$ cat config.mk
export PLATFORM = sky130hd
export DESIGN_NAME = cursor_follow_camera_scroller
export DESIGN_NICKNAME = d
export VERILOG_FILES = /design/src/rtl/ccs_pkg.sv /design/src/rtl/ccs_axis.sv /design/src/rtl/ccs_core.sv /design/src/rtl/cursor_follow_camera_scroller.sv
export SDC_FILE = /design/constraint.sdc
export NUM_CORES = 1
export LEC_CHECK = 0
export ABC_AREA = 1
export BUFFER_PORTS_ARGS = -buffer_cell sky130_fd_sc_hd__clkbuf_2
export CAP_MARGIN = 20
export CORE_UTILIZATION = 26
export CTS_CLUSTER_SIZE = 10
export DETAILED_ROUTE_END_ITERATION = 8
export GPL_TIMING_DRIVEN = 0
export PLACE_DENSITY_LB_ADDON = 0.25
export SYNTH_ARGS = -nofsm -noshare
export SYNTH_HDL_FRONTEND = slang
export SYNTH_HIERARCHICAL = 1
export SYNTH_SLANG_ARGS = --single-unit
$ cat constraint.sdc
create_clock -name clk_i -period 12.3 [get_ports clk_i]
set_input_delay 0.615 -clock clk_i [delete_from_list [all_inputs] [get_ports clk_i]]
set_output_delay 0.615 -clock clk_i [all_outputs]
set_load 0.01 [all_outputs]
$ cat src/rtl/ccs_pkg.sv
// shared types and constants for the cursor follow camera scroller
// used by ccs_axis, ccs_core and the top level; no dependencies
`default_nettype none

package ccs_pkg;

  localparam int unsigned OUT_BITS    = 12;
  localparam int unsigned TILE_BITS   = 7;
  localparam int unsigned STEP_BITS   = 5;
  localparam int unsigned MARGIN_BITS = 8;
  localparam int unsigned MAX_BITS    = 11;
  localparam int unsigned RES_BITS    = 4;
  localparam int unsigned VEL_BITS    = 6;
  localparam int unsigned CFG_A_BITS  = 3;

  localparam logic [MARGIN_BITS-1:0] RST_MARGIN_LEFT   = 8'd32;
  localparam logic [MARGIN_BITS-1:0] RST_MARGIN_RIGHT  = 8'd192;
  localparam logic [MARGIN_BITS-1:0] RST_MARGIN_TOP    = 8'd32;
  localparam logic [MARGIN_BITS-1:0] RST_MARGIN_BOTTOM = 8'd112;

  typedef enum logic [1:0] {
    CMD_TICK     = 2'd0,
    CMD_PLACE    = 2'd1,
    CMD_RETARGET = 2'd2
  } cmd_e;

  typedef enum logic [CFG_A_BITS-1:0] {
    CFG_MARGIN_LEFT   = 3'd0,
    CFG_MARGIN_RIGHT  = 3'd1,
    CFG_MARGIN_TOP    = 3'd2,
    CFG_MARGIN_BOTTOM = 3'd3,
    CFG_CAMERA_MAX_X  = 3'd4,
    CFG_CAMERA_MAX_Y  = 3'd5
  } cfg_idx_e;

  // per-axis scroll motion: residue toward the 16-pixel grid and last velocity
  typedef struct packed {
    logic [RES_BITS-1:0] res;
    logic [VEL_BITS-1:0] vel;
  } motion_t;

  typedef struct packed {
    logic [MARGIN_BITS-1:0] margin_left;
    logic [MARGIN_BITS-1:0] margin_right;
    logic [MARGIN_BITS-1:0] margin_top;
    logic [MARGIN_BITS-1:0] margin_bottom;
    logic [MAX_BITS-1:0]    camera_max_x;
    logic [MAX_BITS-1:0]    camera_max_y;
  } cfg_t;

endpackage

`default_nettype wire

$ cat src/rtl/ccs_axis.sv
// one axis of a frame tick: sprite step toward target, dead-zone follow
// with clamp, and grid finish; depends on ccs_pkg
`default_nettype none

module ccs_axis #(
  parameter int unsigned COORD_BITS = 12
) (
  input  wire logic [COORD_BITS-1:0]             spr_i,
  input  wire logic [COORD_BITS-1:0]             tgt_i,
  input  wire logic [COORD_BITS-1:0]             cam_i,
  input  wire logic [ccs_pkg::MARGIN_BITS-1:0]   lo_i,
  input  wire logic [ccs_pkg::MARGIN_BITS-1:0]   hi_i,
  input  wire logic [ccs_pkg::MAX_BITS-1:0]      max_i,
  input  wire logic [ccs_pkg::STEP_BITS-1:0]     step_i,
  input  wire ccs_pkg::motion_t                  mot_i,
  input  wire logic                              fin_i,
  output logic      [COORD_BITS-1:0]             spr_o,
  output logic      [COORD_BITS-1:0]             cam_o,
  output ccs_pkg::motion_t                       mot_o,
  output logic                                   moved_o
);

  localparam int unsigned W = COORD_BITS;
  localparam int unsigned E = COORD_BITS + 2;

  logic signed [W-1:0] spr_s, tgt_s, cam_s, s1_s, s2_s, c1_s, c2_s;
  logic signed [E-1:0] stp_e, lo_e, hi_e, max_e, t_e, s0_e, s1_e, sp_e, c0_e, c1_e, c2_e, v_e;
  logic signed [ccs_pkg::VEL_BITS-1:0] vel_s;
  logic [W-1:0] s1, s2, c1, c2;
  logic mv1, mv2;
  ccs_pkg::motion_t m1, m2;

  assign spr_s = spr_i;
  assign tgt_s = tgt_i;
  assign cam_s = cam_i;
  assign stp_e = signed'(E'(step_i));
  assign lo_e  = signed'(E'(lo_i));
  assign hi_e  = signed'(E'(hi_i));
  assign max_e = signed'(E'(max_i));
  assign t_e   = E'(tgt_s);
  assign s0_e  = E'(spr_s);
  assign c0_e  = E'(cam_s);

  // sprite: step up toward target, then step down, second check sees the first
  assign s1   = (s0_e < t_e) ? W'(s0_e + stp_e) : spr_i;
  assign s1_s = s1;
  assign s1_e = E'(s1_s);
  assign s2   = (s1_e > t_e) ? W'(s1_e - stp_e) : s1;
  assign s2_s = s2;
  assign sp_e = E'(s2_s);

  // low edge of the dead zone
  always_comb begin
    c1  = cam_i;
    mv1 = 1'b0;
    m1  = mot_i;
    if (c0_e + lo_e > sp_e) begin
      if (sp_e - lo_e < 0) begin
        c1 = '0;
      end else begin
        mv1    = 1'b1;
        c1     = W'(c0_e - stp_e);
        m1.vel = ccs_pkg::VEL_BITS'(-stp_e);
        m1.res = c1[ccs_pkg::RES_BITS-1:0];
      end
    end
  end

  assign c1_s = c1;
  assign c1_e = E'(c1_s);

  // high edge of the dead zone
  always_comb begin
    c2  = c1;
    mv2 = 1'b0;
    m2  = m1;
    if (c1_e + hi_e < sp_e) begin
      if (sp_e - hi_e > max_e) begin
        c2 = W'(max_i);
      end else begin
        mv2    = 1'b1;
        c2     = W'(c1_e + stp_e);
        m2.vel = ccs_pkg::VEL_BITS'(stp_e);
        m2.res = c2[ccs_pkg::RES_BITS-1:0];
      end
    end
  end

  assign c2_s  = c2;
  assign c2_e  = E'(c2_s);
  assign vel_s = m2.vel;
  assign v_e   = E'(vel_s);

  // grid finish with the last velocity
  always_comb begin
    cam_o = c2;
    mot_o = m2;
    if (fin_i && (m2.res != '0)) begin
      mot_o.res = m2.res + m2.vel[ccs_pkg::RES_BITS-1:0];
      cam_o     = W'(c2_e + v_e);
    end
  end

  assign spr_o   = s2;
  assign moved_o = mv1 | mv2;

endmodule

`default_nettype wire

$ cat src/rtl/ccs_core.sv
// scroller state registers and per-command next-state logic
// depends on ccs_pkg and ccs_axis
`default_nettype none

module ccs_core #(
  parameter int unsigned COORD_BITS = 12
) (
  input  wire logic                            clk_i,
  input  wire logic                            rst_ni,
  input  wire logic                            en_i,
  input  wire ccs_pkg::cmd_e                   cmd_i,
  input  wire logic [ccs_pkg::TILE_BITS-1:0]   tile_x_i,
  input  wire logic [ccs_pkg::TILE_BITS-1:0]   tile_y_i,
  input  wire logic [ccs_pkg::STEP_BITS-1:0]   step_i,
  input  wire ccs_pkg::cfg_t                   cfg_i,
  output logic      [COORD_BITS-1:0]           cam_x_o,
  output logic      [COORD_BITS-1:0]           cam_y_o,
  output logic      [COORD_BITS-1:0]           spr_x_o,
  output logic      [COORD_BITS-1:0]           spr_y_o,
  output logic                                 scrolled_o
);

  localparam int unsigned W = COORD_BITS;

  logic [W-1:0] cam_x_q, cam_y_q, spr_x_q, spr_y_q, tgt_x_q, tgt_y_q;
  logic [W-1:0] cam_x_d, cam_y_d, spr_x_d, spr_y_d, tgt_x_d, tgt_y_d;
  ccs_pkg::motion_t mot_x_q, mot_y_q, mot_x_d, mot_y_d;

  logic [W-1:0] tile_px_x, tile_px_y;
  logic [W-1:0] ax_spr_x, ax_spr_y, ax_cam_x, ax_cam_y;
  ccs_pkg::motion_t ax_mot_x, ax_mot_y;
  logic mv_x, mv_y, fin;

  assign tile_px_x = W'({tile_x_i, 4'h0});
  assign tile_px_y = W'({tile_y_i, 4'h0});
  assign fin       = ~(mv_x | mv_y);

  ccs_axis #(.COORD_BITS(COORD_BITS)) u_axis_x (
    .spr_i   (spr_x_q),
    .tgt_i   (tgt_x_q),
    .cam_i   (cam_x_q),
    .lo_i    (cfg_i.margin_left),
    .hi_i    (cfg_i.margin_right),
    .max_i   (cfg_i.camera_max_x),
    .step_i  (step_i),
    .mot_i   (mot_x_q),
    .fin_i   (fin),
    .spr_o   (ax_spr_x),
    .cam_o   (ax_cam_x),
    .mot_o   (ax_mot_x),
    .moved_o (mv_x)
  );

  ccs_axis #(.COORD_BITS(COORD_BITS)) u_axis_y (
    .spr_i   (spr_y_q),
    .tgt_i   (tgt_y_q),
    .cam_i   (cam_y_q),
    .lo_i    (cfg_i.margin_top),
    .hi_i    (cfg_i.margin_bottom),
    .max_i   (cfg_i.camera_max_y),
    .step_i  (step_i),
    .mot_i   (mot_y_q),
    .fin_i   (fin),
    .spr_o   (ax_spr_y),
    .cam_o   (ax_cam_y),
    .mot_o   (ax_mot_y),
    .moved_o (mv_y)
  );

  always_comb begin
    cam_x_d    = cam_x_q;
    cam_y_d    = cam_y_q;
    spr_x_d    = spr_x_q;
    spr_y_d    = spr_y_q;
    tgt_x_d    = tgt_x_q;
    tgt_y_d    = tgt_y_q;
    mot_x_d    = mot_x_q;
    mot_y_d    = mot_y_q;
    scrolled_o = 1'b0;
    unique case (cmd_i)
      ccs_pkg::CMD_PLACE: begin
        spr_x_d = tile_px_x;
        spr_y_d = tile_px_y;
        tgt_x_d = tile_px_x;
        tgt_y_d = tile_px_y;
      end
      ccs_pkg::CMD_RETARGET: begin
        tgt_x_d = tile_px_x;
        tgt_y_d = tile_px_y;
      end
      ccs_pkg::CMD_TICK: begin
        spr_x_d    = ax_spr_x;
        spr_y_d    = ax_spr_y;
        cam_x_d    = ax_cam_x;
        cam_y_d    = ax_cam_y;
        mot_x_d    = ax_mot_x;
        mot_y_d    = ax_mot_y;
        scrolled_o = mv_x | mv_y;
      end
      default: begin
      end
    endcase
  end

  always_ff @(posedge clk_i or negedge rst_ni) begin
    if (!rst_ni) begin
      cam_x_q <= '0;
      cam_y_q <= '0;
      spr_x_q <= '0;
      spr_y_q <= '0;
      tgt_x_q <= '0;
      tgt_y_q <= '0;
      mot_x_q <= '0;
      mot_y_q <= '0;
    end else if (en_i) begin
      cam_x_q <= cam_x_d;
      cam_y_q <= cam_y_d;
      spr_x_q <= spr_x_d;
      spr_y_q <= spr_y_d;
      tgt_x_q <= tgt_x_d;
      tgt_y_q <= tgt_y_d;
      mot_x_q <= mot_x_d;
      mot_y_q <= mot_y_d;
    end
  end

  assign cam_x_o = cam_x_d;
  assign cam_y_o = cam_y_d;
  assign spr_x_o = spr_x_d;
  assign spr_y_o = spr_y_d;

endmodule

`default_nettype wire

$ cat src/rtl/cursor_follow_camera_scroller.sv
// cursor follow camera scroller, top level: input word register, config
// registers, ccs_core and result register; depends on ccs_pkg and ccs_core
// an accepted word waits in the input word register; when the result register
//   is free it is processed into the result register and offered on m_axis
// throughput: one word per cycle while m_axis_tready keeps the result register free
// reset: positions, targets and motion clear to zero, margins to 32/192/32/112,
//   camera maxima to zero; no clearing pass
`default_nettype none

module cursor_follow_camera_scroller #(
  parameter int unsigned COORD_BITS = 12
) (
  input  wire logic                               clk_i,
  input  wire logic                               rst_ni,
  input  wire logic                               s_axis_tvalid,
  output logic                                    s_axis_tready,
  input  wire logic [23:0]                        s_axis_tdata,  // tile_x, tile_y, step
  input  wire logic [1:0]                         s_axis_tuser,  // cmd
  output logic                                    m_axis_tvalid,
  input  wire logic                               m_axis_tready,
  // camera_x, camera_y, sprite_x, sprite_y, scrolled
  output logic      [55:0]                        m_axis_tdata,
  input  wire logic                               cfg_we_i,
  input  wire logic [ccs_pkg::CFG_A_BITS-1:0]     cfg_addr_i,
  input  wire logic [ccs_pkg::MAX_BITS-1:0]       cfg_wdata_i
);

  localparam int unsigned W  = COORD_BITS;
  localparam int unsigned OB = ccs_pkg::OUT_BITS;

  logic in_valid_q, out_valid_q;
  logic out_free, proc;
  ccs_pkg::cmd_e in_cmd_q;
  logic [ccs_pkg::TILE_BITS-1:0] in_tile_x_q, in_tile_y_q;
  logic [ccs_pkg::STEP_BITS-1:0] in_step_q;
  ccs_pkg::cfg_t cfg_q;

  logic [W-1:0] cam_x, cam_y, spr_x, spr_y;
  logic scrolled;
  logic [OB-1:0] out_cam_x_q, out_cam_y_q, out_spr_x_q, out_spr_y_q;
  logic out_scrolled_q;

  assign out_free      = ~out_valid_q | m_axis_tready;
  assign proc          = in_valid_q & out_free;
  assign s_axis_tready = ~in_valid_q | out_free;

  // input word register
  always_ff @(posedge clk_i or negedge rst_ni) begin
    if (!rst_ni) begin
      in_valid_q <= 1'b0;
    end else if (s_axis_tready) begin
      in_valid_q <= s_axis_tvalid;
    end
  end

  always_ff @(posedge clk_i) begin
    if (s_axis_tready && s_axis_tvalid) begin
      in_cmd_q    <= ccs_pkg::cmd_e'(s_axis_tuser);
      in_tile_x_q <= s_axis_tdata[6:0];
      in_tile_y_q <= s_axis_tdata[13:7];
      in_step_q   <= s_axis_tdata[18:14];
    end
  end

  // config registers
  always_ff @(posedge clk_i or negedge rst_ni) begin
    if (!rst_ni) begin
      cfg_q.margin_left   <= ccs_pkg::RST_MARGIN_LEFT;
      cfg_q.margin_right  <= ccs_pkg::RST_MARGIN_RIGHT;
      cfg_q.margin_top    <= ccs_pkg::RST_MARGIN_TOP;
      cfg_q.margin_bottom <= ccs_pkg::RST_MARGIN_BOTTOM;
      cfg_q.camera_max_x  <= '0;
      cfg_q.camera_max_y  <= '0;
    end else if (cfg_we_i) begin
      unique case (ccs_pkg::cfg_idx_e'(cfg_addr_i))
        ccs_pkg::CFG_MARGIN_LEFT:   cfg_q.margin_left   <= cfg_wdata_i[7:0];
        ccs_pkg::CFG_MARGIN_RIGHT:  cfg_q.margin_right  <= cfg_wdata_i[7:0];
        ccs_pkg::CFG_MARGIN_TOP:    cfg_q.margin_top    <= cfg_wdata_i[7:0];
        ccs_pkg::CFG_MARGIN_BOTTOM: cfg_q.margin_bottom <= cfg_wdata_i[7:0];
        ccs_pkg::CFG_CAMERA_MAX_X:  cfg_q.camera_max_x  <= cfg_wdata_i;
        ccs_pkg::CFG_CAMERA_MAX_Y:  cfg_q.camera_max_y  <= cfg_wdata_i;
        default: begin
        end
      endcase
    end
  end

  ccs_core #(.COORD_BITS(COORD_BITS)) u_core (
    .clk_i      (clk_i),
    .rst_ni     (rst_ni),
    .en_i       (proc),
    .cmd_i      (in_cmd_q),
    .tile_x_i   (in_tile_x_q),
    .tile_y_i   (in_tile_y_q),
    .step_i     (in_step_q),
    .cfg_i      (cfg_q),
    .cam_x_o    (cam_x),
    .cam_y_o    (cam_y),
    .spr_x_o    (spr_x),
    .spr_y_o    (spr_y),
    .scrolled_o (scrolled)
  );

  // result register
  always_ff @(posedge clk_i or negedge rst_ni) begin
    if (!rst_ni) begin
      out_valid_q <= 1'b0;
    end else if (out_free) begin
      out_valid_q <= in_valid_q;
    end
  end

  always_ff @(posedge clk_i) begin
    if (proc) begin
      out_cam_x_q    <= OB'(cam_x);
      out_cam_y_q    <= OB'(cam_y);
      out_spr_x_q    <= OB'(spr_x);
      out_spr_y_q    <= OB'(spr_y);
      out_scrolled_q <= scrolled;
    end
  end

  assign m_axis_tvalid = out_valid_q;
  assign m_axis_tdata  = {7'h00, out_scrolled_q, out_spr_y_q, out_spr_x_q,
                          out_cam_y_q, out_cam_x_q};

  a_no_scroll_on_non_tick: assert property (@(posedge clk_i) disable iff (!rst_ni)
    proc && (in_cmd_q != ccs_pkg::CMD_TICK) |=> !out_scrolled_q)
    else $error("scroll flag set for a command that is not a tick");

  a_place_sets_sprite: assert property (@(posedge clk_i) disable iff (!rst_ni)
    proc && (in_cmd_q == ccs_pkg::CMD_PLACE) |=>
      (out_spr_x_q == OB'(W'({$past(in_tile_x_q), 4'h0}))) &&
      (out_spr_y_q == OB'(W'({$past(in_tile_y_q), 4'h0}))))
    else $error("place command did not put the sprite on the tile");

  a_retarget_keeps_camera: assert property (@(posedge clk_i) disable iff (!rst_ni)
    proc && (in_cmd_q == ccs_pkg::CMD_RETARGET) |=>
      (out_cam_x_q == OB'($past(cam_x))) && (out_cam_y_q == OB'($past(cam_y))))
    else $error("retarget command moved the camera");

  a_stall_only_when_full: assert property (@(posedge clk_i) disable iff (!rst_ni)
    !s_axis_tready |-> in_valid_q && out_valid_q && !m_axis_tready)
    else $error("input stalled while a stage was free");

endmodule

`default_nettype wire

==> results of run 1 <==
## area by class of cell
cell class	count	area [um^2]
inverters	479	1800
clock inverters	7	45.0
well taps	1070	1340
multi-input cells	2444	14000
repair buffers	111	662
fillers	9142	57500
plain buffers	78	528
clock buffers	45	826
flip-flops and latches	208	5570
## how the worst max path moves through the flow
stage                                   from                  to  slack, ps  cells past startpoint
after floorplan            u_core/spr_y_q[9]     out_cam_y_q[10]       2630                     70
after global placement          in_step_q[1]     out_cam_y_q[10]       -600                     71
after detailed placement        in_step_q[1]     out_cam_y_q[10]       -670                     71
after CTS                 u_core/spr_y_q[11]  u_core/cam_y_q[10]         50                     72
after global routing      u_core/tgt_y_q[10]  u_core/cam_y_q[11]         20                     81
final                           in_step_q[2]      out_cam_y_q[9]       1100                     70
## critical path, delay by kind of cell (launching register included)
| family | cells | cell delay [ps] |
|---|---|---|
| DFF | 1 | 870 |
| xor gates and xnor gates | 2 | 410 |
| buffers and inverters | 9 | 1150 |
| adders and majority gates | 7 | 2210 |
| and+or+nand+nor | 38 | 4090 |
| AOI/OAI and AO/OA | 14 | 2110 |
## registers in the layout, indices dropped and copies added (netlist names), 10 cells and up
name,flops
cfg_q,54
out_cam_x_q,12
out_cam_y_q,12
out_spr_x_q,12
out_spr_y_q,12
u_core/cam_x_q,12
u_core/cam_y_q,12
u_core/spr_x_q,12
u_core/spr_y_q,12
u_core/mot_x_q,10
u_core/mot_y_q,10
## logic make-up (layout without fill, tap and decap cells)
group | count (synthesis) | in the layout | synth area share, %
AOI/OAI and AO/OA | 383 | 383 | 10.1
xor gates and xnor gates | 115 | 115 | 4.75
adders and majority gates | 225 | 225 | 13.5
buffers and inverters | 557 | 720 | 10.7
DFF | 208 | 208 | 25.7
muxes | 3 | 3 | 0.139
other | 2 | 19 | 0.0347
and+or+nand+nor | 1699 | 1699 | 35.1
## placed cells by master (no fill, tap or decap), types with 7 or more instances in the layout
| cell | count |
|---|---|
| nor3_1 | 17 |
| nand3b_1 | 15 |
| o21ai_2 | 22 |
| nand4_1 | 30 |
| buf_2 | 25 |
| nand2_4 | 22 |
| conb_1 | 19 |
| inv_2 | 33 |
| dfrtp_1 | 128 |
| clkbuf_1 | 24 |
| nor2_4 | 12 |
| or2_2 | 9 |
| nand2_2 | 79 |
| o21ai_1 | 39 |
| a21oi_1 | 132 |
| buf_6 | 13 |
| o211ai_1 | 8 |
| o21bai_1 | 19 |
| nor2_2 | 14 |
| clkbuf_2 | 90 |
| nand2_1 | 1029 |
| inv_1 | 443 |
| edfxtp_1 | 70 |
| dfstp_2 | 7 |
| xor2_1 | 83 |
| nor2_1 | 153 |
| buf_4 | 40 |
| nand3_2 | 16 |
| clkbuf_16 | 29 |
| o21ai_0 | 117 |
| xnor2_1 | 29 |
| ha_1 | 207 |
| nand3_1 | 281 |
| fa_1 | 14 |
## stage by stage
stage	hold slack [ps]	utilization, %
final	44.0	30.1
after global routing	66.0	30.1
after CTS	22.5	29.8
after detailed placement	460	28.7
after global placement	457	28.6
after floorplan	319	-
## repair_timing
item,4_1_cts,5_1_grt
resized for setup,3,39
buffers inserted,2,16
pin swaps,0,7
setup endpoints to repair,24,56
## metal layers
layer | GRT usage [%] | wire length (um)
met1 | 22.6 | 33600
met4 | 4.98 | 2040
met3 | 1.62 | 2820
met2 | 27.9 | 33000
met5 | 0 | 24
==> out/metrics.yaml, run 1 <==
route:
  drt_wl_total_mm: 71.4
  drc: 0
  num_vias: 20355
  drt_pre_antenna_iters: 5
  drt_iter0_markers: 1405
  ant_nets: 0
  vias_per_cell: 4.58
  wire_per_inst_um: 16.1
placed_design:
  placed_cell_area_um2: 23600
  port_buffers: 90
  dpl_worst_slack_ps: -667
  hpwl_mm: 58.5
  dp.cells: 4372
  finalWeightedCongestion: 0.857
timing:
  tns_ps: 0
  fin_crit_sh_pct: 91.0
  clock_skew_ps: 17.2
  relSlewSlack_pct: 30.6
  rsz0062_at_grt: "no"
  finalMaxSlewViolations: 0
  fmax_mhz: 89.3
  setup_viol_count_final: 0
  worst_pin_slew_ps: 1040
  finalWorstSetupSlack_ps: 1100
  fin_crit_ps: 11200
  hold_violations: 0
finish:
  stdcell_area_um2: 24800
  fin_cells: 4442
  nets: 3620
  diodes: 0
  area_growth_pct: 14.5
  drive_gt1_share_pct: 13.6
clock_tree:
  cts_tree: "yes"
  cts.sinks: 208
  cts_buffers: 28
  clk_latency_ps: 570
  clk_path_buf_depth: 3
  cts_root_buffer: "clkbuf_16"
  cts_hold_buf: 0
  cts.clk_slew.worst_paths_ps: 60
  h-tree-depth: 1
synth:
  ys.flop_type: "dfrtp_1"
  synth_cells: 3192
  synth.distinct_cells: 68
  synth_top_area_cell: "nand2_1"
  avgSynthCellArea_um2: 6.78
  ys_warn_count: 6
  synthTopCellsByCount: "nand2_1 (1030), inv_1 (445), nand3_1 (282), ha_1 (211), nor2_1 (159)"
  ys_ff_latch: 208
  syn_area_um2: 21600
  synth_most_common_cell: "nand2_1"
  async_reset_ff_share_pct: 66.3
  synth.top_cell.area_share_pct: 17.9
  synth_area_leaders: "nand2_1 (18%), dfrtp_1 (15%), ha_1 (12%)"
  synth-edff-count: 70
  yosysSeqAreaShare_pct: 25.7
grt:
  grt_use_total_pct: 16.7
  grt_max_degree: 86
  grt_first_pass_wirelength_mm: 110
  grt_pass1_vias: 19183
  antenna_found_initial: 2
  grt_overflow: 0
worst_setup_path:
  cpPeakStageDelay_ps: 870
  arrival_ps: 11470
  r2r_start: "in_step_q[2]"
  required_ps: 12570
  cp_max_fo: 10
  rr_worst_depth: 70
  worst_setup_path_end_kind: "flop"
  slowest_stage: "edfxtp_1"
  startpoint_type: "flop"
  cp_common_cell: "nand2_1"
  worstSetupPathType: "flop to flop"
  r2r-end: "out_cam_y_q[9]"
  rrSetupSlack_ps: 1100
floorplanning:
  die_h_um: 291
  start_util_pct: 26.3
  core_um2: 82200
  die_area_um2: 84400
  rows: 105
  pin_count: 103
  die_x_um: 291
run:
  cap_violations: 0
hold_path:
  hold_path_class: "input port to asynchronous set/reset pin"
outcome:
  status: "complete, no violations"
Power of run 1 is left out: the tool's default activity adds up to more than one toggle a clock period on the data nets, which glitch-free logic cannot reach.
==> run 2: changes to the inputs <==
--- a/config.mk
+++ b/config.mk
@@ -12,7 +12,7 @@
 export CTS_CLUSTER_SIZE = 10
 export DETAILED_ROUTE_END_ITERATION = 8
 export GPL_TIMING_DRIVEN = 0
-export PLACE_DENSITY_LB_ADDON = 0.25
+export PLACE_DENSITY = 0.37
 export SYNTH_ARGS = -nofsm -noshare
 export SYNTH_HDL_FRONTEND = slang
 export SYNTH_HIERARCHICAL = 1
==> out/metrics.yaml, run 2 (same netlist as run 1, synthesis figures left out) <==
outcome:
  status: "complete, no violations"
clock_tree:
  h-tree-depth: 1  # unchanged
  cts_tree: "yes"
  cts_buffers: 29  # +3.6%
  clk_latency_ps: 580  # about the same
  cts.sinks: 208  # unchanged
  cts.clk_slew.worst_paths_ps: 60  # about the same
  cts_root_buffer: "clkbuf_16"
  clk_path_buf_depth: 3  # unchanged
worst_setup_path:
  slowest_stage: "dfrtp_2"
  worst_setup_path_end_kind: "flop"
  critPathBufInv: 14  # +5
  r2r-end: "u_core/cam_y_q[6]"
  worstSetupPathType: "flop to flop"
  required_ps: 12770  # +200 ps
  rrSetupSlack_ps: 1040  # -70 ps
  cpPeakStageDelay_ps: 480  # -390 ps
  cp_max_fo: 10  # unchanged
  rr_worst_depth: 75  # +7.1%
  r2r_start: "u_core/spr_y_q[11]"
  crit_family: "simple AND/OR/NAND/NOR gates"
  cp_common_cell: "nand2_1"
  startpoint_type: "flop"
  arrival_ps: 11740  # +270 ps
timing:
  fin_crit_ps: 11260  # +66.5 ps
  setup_viol_count_final: 0  # unchanged
  worst_pin_slew_ps: 1000  # -41.9 ps
  hold_violations: 0  # unchanged
  relSlewSlack_pct: 33.4  # +2.8 points
  fin_crit_sh_pct: 91.6  # +0.54 points
  finalMaxSlewViolations: 0  # unchanged
  clock_skew_ps: 21.8  # +4.58 ps
  fmax_mhz: 88.8  # -0.59%
  tns_ps: 0  # unchanged
finish:
  fillers: 8985  # -1.7%
  final_common_cell: "nand2_1"
  largest_reg_flops: 54  # unchanged
  multiInputGateArea_um2: 14000  # +0.19%
  layout_common_cells: "nand2_1 (1030), inv_1 (440), nand3_1 (281)"
  top_register: "cfg_q"
  area_growth_pct: 14.8
  nets: 3619  # -0.028%
  regArea_um2: 5570  # about the same
  drive_gt1_share_pct: 13.9  # +0.30 points
route:
  num_vias: 20816  # +2.3%
  drc: 0  # unchanged
  ant_nets: 0  # unchanged
  drt_iter0_markers: 1474  # +4.9%
  drt_pre_antenna_iters: 7  # +2
  drt_wl_total_mm: 79.2  # +11%
  wire_per_inst_um: 17.8  # +11%
  vias_per_cell: 4.69  # +2.3%
floorplanning:
  die_x_um: 291  # unchanged
  rows: 105  # unchanged
  start_util_pct: 26.3  # unchanged
  die_h_um: 291  # unchanged
  core_um2: 82200  # unchanged
  die_area_um2: 84400  # unchanged
  pin_count: 103  # unchanged
placed_design:
  port_buffers: 90  # unchanged
  hpwl_mm: 64.6  # +10%
  finalWeightedCongestion: 0.872  # +1.8%
grt:
  grt_first_pass_wirelength_mm: 121  # +9.7%
  grt_max_degree: 92  # +7.0%
  grt_use_total_pct: 18.6  # +1.9 points
  grt_overflow: 0  # unchanged
  grt_pass1_vias: 20163  # +5.1%
  antenna_found_initial: 2  # unchanged
hold_path:
  hold_path_class: "input port to asynchronous set/reset pin"
run:
  cap_violations: 0  # unchanged
-- run 2: cell count changes in the layout (fill, tap and decap cells not counted), sizes merged --
cell / delta
bufinv: +2
diode: +1
clkinvlp: +2
clkbuf: -2
inv: -2
clkinv: +2
buf: -3
-- run 2: worst reg2reg max path, delay by kind of cell, from the launching register on --
family | cells | cell delay [ps]
AOI/OAI and AO/OA | 10 | 1750
adders and majority gates | 8 | 2300
buffers and inverters | 14 | 1590
xor gates and xnor gates | 2 | 390
and+or+nand+nor | 41 | 4690
DFF | 1 | 480
-- run 2: how the worst max path moves through the flow --
stage	start	to	slack [ps]	depth (start not counted)
2_1_floorplan	u_core/spr_y_q[9]	out_cam_y_q[10]	2630	70
3_3_place_gp	in_step_q[1]	u_core/cam_y_q[6]	-960	72
3_5_place_dp	in_step_q[1]	u_core/cam_y_q[6]	-1020	76
4_1_cts	u_core/spr_y_q[11]	u_core/cam_y_q[6]	60	75
5_1_grt	u_core/spr_x_q[11]	u_core/cam_x_q[4]	-20	78
6_report	u_core/spr_y_q[11]	u_core/cam_y_q[6]	1040	75
-- run 2: layout make-up --
cell class                      count  area share (%)
Multi-Input combinational cell   2444            56.4
Inverter                          479            7.31
Tap cell                         1070            5.39
Antenna cell                        1          0.0101
Clock inverter                     11           0.443
Timing Repair Buffer              110            2.63
Sequential cell                   208            22.4
Clock buffer                       42            3.24
Buffer                             77            2.11
-- run 2: metal layers --
metal | vias up | track usage [%] | wire [um]
met2 | 381 | 31.5 | 37000
met5 | - | 0 | 0
met1 | 9817 | 25.6 | 38000
met3 | 73 | 1.40 | 2640
li1 | 10545 | - | -
met4 | 0 | 4.26 | 1630
-- run 2: timing repair --
action	CTS	global route
resized for setup	8	47
buffers inserted	2	15
hold buffers	0	0
pin swaps	0	6
endpoints found under the setup margin	49	56
-- run 2: stage by stage --
| step | instances | utilization (%) | hold WS (ps) | setup slack [ps] | instance area, um^2 |
|---|---|---|---|---|---|
| finish | 4442 | 30.2 | 7.32 | 1040 | 24800 |
| global route | 4441 | 30.2 | 26.7 | -18.5 | 24800 |
| CTS | 4427 | 29.8 | 1.55 | 62.5 | 24500 |
| detailed placement | 4372 | 28.7 | 462 | -1020 | 23600 |
| global placement | 4369 | 28.6 | 457 | -962 | 23500 |
| floorplan | 3209 | - | 319 | 2630 | 21700 |
Power of run 2 is left out for the same reason.
